[src/hw/rtl/vts_pkg.sv]
// ----------------------------------------------------------------------------
// vts_pkg
// Shared types and constants of the trilinear volume sampler: mode and
// register codes, controller states and the controller/datapath buses.
// ----------------------------------------------------------------------------
package vts_pkg;

	localparam logic MODE_WRITE  = 1'b0;
	localparam logic MODE_SAMPLE = 1'b1;

	localparam logic [1:0] REG_VOL_WIDTH  = 2'd0;
	localparam logic [1:0] REG_VOL_HEIGHT = 2'd1;
	localparam logic [1:0] REG_VOL_SLICES = 2'd2;

	localparam logic [6:0] DIM_RESET   = 7'd64;
	localparam logic [2:0] CORNER_LAST = 3'd7;

	typedef enum logic [2:0] {
		ST_IDLE,
		ST_CALC,
		ST_READ,
		ST_DRAIN,
		ST_FINISH
	} state_t;

	typedef struct packed {
		logic       wr;
		logic       load;
		logic       calc;
		logic       rd_en;
		logic [2:0] corner;
		logic       finish;
	} cmd_t;

	typedef struct packed {
		logic ok;
		logic busy;
		logic out_free;
	} status_t;

endpackage

[src/hw/rtl/vts_ctrl.sv]
// ----------------------------------------------------------------------------
// vts_ctrl
// Sequencer: accepts items, walks the eight corner reads of a sample and
// hands the finished result to the output register.
// ----------------------------------------------------------------------------
module vts_ctrl (
	input  logic              clk,
	input  logic              arst_n,
	input  logic              in_valid,
	output logic              in_ready,
	input  logic              mode,
	input  vts_pkg::status_t  status,
	output vts_pkg::cmd_t     cmd
);

	vts_pkg::state_t state_q, state_d;
	logic [2:0]      cnt_q;
	logic            accept;

	always_ff @(posedge clk or negedge arst_n) begin
		if (!arst_n) begin
			state_q <= vts_pkg::ST_IDLE;
			cnt_q   <= '0;
		end else begin
			state_q <= state_d;
			if (state_q == vts_pkg::ST_READ) begin
				cnt_q <= cnt_q + 3'd1;
			end else begin
				cnt_q <= '0;
			end
		end
	end

	always_comb begin
		state_d    = state_q;
		in_ready   = (state_q == vts_pkg::ST_IDLE);
		accept     = in_valid && in_ready;
		cmd.wr     = accept && (mode == vts_pkg::MODE_WRITE);
		cmd.load   = accept && (mode == vts_pkg::MODE_SAMPLE);
		cmd.calc   = (state_q == vts_pkg::ST_CALC);
		cmd.rd_en  = (state_q == vts_pkg::ST_READ);
		cmd.corner = cnt_q;
		cmd.finish = (state_q == vts_pkg::ST_FINISH) && status.out_free;
		unique case (state_q)
			vts_pkg::ST_IDLE: begin
				if (cmd.load) state_d = vts_pkg::ST_CALC;
			end
			vts_pkg::ST_CALC: begin
				state_d = status.ok ? vts_pkg::ST_READ : vts_pkg::ST_FINISH;
			end
			vts_pkg::ST_READ: begin
				if (cnt_q == vts_pkg::CORNER_LAST) state_d = vts_pkg::ST_DRAIN;
			end
			vts_pkg::ST_DRAIN: begin
				if (!status.busy) state_d = vts_pkg::ST_FINISH;
			end
			vts_pkg::ST_FINISH: begin
				if (status.out_free) state_d = vts_pkg::ST_IDLE;
			end
			default: begin
				state_d = vts_pkg::ST_IDLE;
			end
		endcase
	end

endmodule

[config.mk]
export PLATFORM = sky130hd
export DESIGN_NAME = vts_ctrl
export DESIGN_NICKNAME = d
export VERILOG_FILES = /design/src/hw/rtl/vts_pkg.sv /design/src/hw/rtl/vts_ctrl.sv
export SDC_FILE = /design/constraint.sdc
export NUM_CORES = 1
export LEC_CHECK = 0
export BUFFER_PORTS_ARGS = -buffer_cell sky130_fd_sc_hd__buf_2
export CAP_MARGIN = 10
export CORE_AREA = 2 2 39 41
export CTS_BUF_LIST = sky130_fd_sc_hd__clkbuf_4
export DETAILED_ROUTE_END_ITERATION = 10
export DIE_AREA = 0 0 41 43
export GPL_TIMING_DRIVEN = 1
export MAX_ROUTING_LAYER = met4
export PLACE_DENSITY = 0.48
export SYNTH_ARGS = -nofsm -noshare
export SYNTH_HDL_FRONTEND = slang
export SYNTH_SLANG_ARGS = --single-unit
[constraint.sdc]
create_clock -name clk -period 2.71 [get_ports clk]
set_input_delay 0.1355 -clock clk [delete_from_list [all_inputs] [get_ports clk]]
set_output_delay 0.1355 -clock clk [all_outputs]
set_load 0.1 [all_outputs]
==> reports/metrics.yaml <==
placement:
  place_hpwl_um: 506.6
  port_buffers: 15
  place.gp.congestion: 0.7337
sta:
  rsz0062_at_grt: "no"
  max_freq_mhz: 589.6
  slew_violations: 0
  period_minus_slack_ns: 1.696
  finalSetupViolCount: 0
  hold_viol_final: 0
  tightest_slew_ns: 0.4887
  fin_setup_tns_ns: 0
  fin_skew_ns: 0.001809
  relSlewSlack: 0.6764
  fin_crit_sh: 0.6259
final_layout:
  fill_cells: 141
  final_layout_size_suffix_gt1_frac: 0.4314
  area_growth_pct: 33.94
  final_nets: 62
  n_antenna_cell: 0
synthesis:
  synthArstFlopShare: 1.000
  syn_inst: 34
  syn_area_um2: 346.6
  synth_top_area_cell: "dfrtp_1"
  synth_top_cell_area_share: 0.4332
  synthFlopType: "dfrtp_1"
  synth_edf_count: 0
  yosysMostFrequentCell: "dfrtp_1"
  synth.cells.most_frequent: "dfrtp_1, nand2_1, nor2_1"
  syn_nets: 43
  ys_warn_count: 0
  synth_cell_types: 18
  synthTopCellsByArea: "dfrtp_1, ha_1, nor3b_4"
  ys_seq_elements: 6
  ys_seq_area_frac: 0.4332
  avgSynthCellArea_um2: 10.19
cts:
  h-tree-depth: 1
  worstSkewPairLatency_ns: 0.24
  cts-hold-fix-buffers: 1
  cts.sinks: 6
  post_cts_buffers: 0
  cts_tree: "yes"
  ctsResizeCount: 0
  clk_pin_slew_worst_paths_ns: 0.04
  cts_buffers: 3
  cts_root_buf: "clkbuf_4"
  cts_max_path_buffers: 2
routing:
  vias_per_cell: 4.269
  vias: 286
  wl_um: 636
  first_iter_violations: 5
  detail_route.wl_per_cell_um: 9.493
  drt_pass1_iterations: 4
  drc: 0
  drtAntennaViolNets: 0
flow_run:
  drv_cap: 0
worst_setup_path:
  endpoint_kind: "primary output"
  crit_path_start_kind: "flop"
  path_class: "reg2out"
  cp_data_arrival_time_ns: 1.56
  crit_fanout: 8
  worstPathRequired_ns: 2.57
floorplan:
  die-area_mm2: 0.001763
  die_x_um: 41
  core_mm2: 0.001384
  rows: 14
  io-pin-count: 16
  die_y_um: 43
  initial_core_util: 0.2505
global_routing:
  met2_usage: 0.1375
  first_global_vias: 272
  met3_usage: 0.07853
  grt.overflow.total: 0
  grt_pass1_wl_mm: 1.159
  met1_usage: 0.1225
  track_usage: 0.1059
  top_usage_layer: "met2"
  antenna_found_initial: 0
  grt_max_degree: 10
worst_hold_path:
  hold_class: "in2reg"
outcome:
  status: "completed"
sequential cells by signal (all words and copies together) (netlist names):
signal,cells
cnt_q,3
state_q,3
logic make-up (layout without fill, tap and decap cells):
logic type,count (synthesis),in the layout,share of synthesized area
and+or+nand+nor,18,18,0.3177
DFF,6,6,0.4332
AOI/OAI and AO/OA,5,5,0.1119
buffers and inverters,3,20,0.06498
adders and majority gates,2,2,0.07219
stage by stage:
step / instance area, um^2 / hold slack [ns] / instances / worst slack [ns] / util
after floorplan: 355.3 / -0.1601 / 34 / 0.2842 / -
after global placement: 431.7 / -0.03183 / 63 / 1.278 / 0.3119
after detailed placement: 431.7 / -0.03691 / 63 / 1.253 / 0.3119
after CTS: 464.2 / 0.06067 / 67 / 0.9877 / 0.3354
after global routing: 464.2 / 0.06882 / 67 / 0.9156 / 0.3354
final: 464.2 / 0.07097 / 67 / 1.014 / 0.3354
critical path: stages (launching register included):
cell and delay, ns:
dfrtp_1 0.49, nor3_4 0.24, and3_1 0.17, buf_2 0.42
worst paths after layout:
kind	end	cells past startpoint	slack, ns	start
worst max-delay path	cmd[6]	3	1.01	state_q[0]
min in group asynchronous	cnt_q[2]	2	0.25	arst_n
worst min-delay path	state_q[2]	2	0.07	status[0]
max in group asynchronous	state_q[2]	2	2.32	arst_n
worst max register to register	state_q[0]	4	1.55	cnt_q[0]
worst min register to register	cnt_q[0]	1	0.45	cnt_q[0]
per-layer routing:
layer | part of all wire | up-vias | wire (um)
li1 | - | 148 | -
met1 | 0.41 | 125 | 260
met2 | 0.49 | 13 | 309
met3 | 0.10 | 0 | 66
met4 | 0 | 0 | 0
met5 | 0 | - | 0
area by class of cell:
| type | instances | area (um^2) | share of cell area |
|---|---|---|---|
| clock buffer | 3 | 22.52 | 0.04852 |
| inverter | 1 | 3.754 | 0.008086 |
| multi-input combinational | 25 | 182.7 | 0.3935 |
| sequential | 6 | 150.1 | 0.3235 |
| tap | 16 | 20.02 | 0.04313 |
| timing repair buffer | 16 | 85.08 | 0.1833 |
cells in the final DEF (no fill, tap or decap), drive strengths merged:
cell type / n
buf: 15
dfrtp: 6
nand2: 4
nor2: 4
clkbuf: 3
and2: 2
nor2b: 2
and3: 2
a21oi: 2
ha: 2
nor3b: 1
nor3: 1
nand2b: 1
inv: 1
o21ai: 1
nand3b: 1
a221oi: 1
o2bb2ai: 1
dlygate4sd3: 1
Power is not shown: default switching activity piles up to over one toggle a cycle in this logic, so the estimate is an artifact.
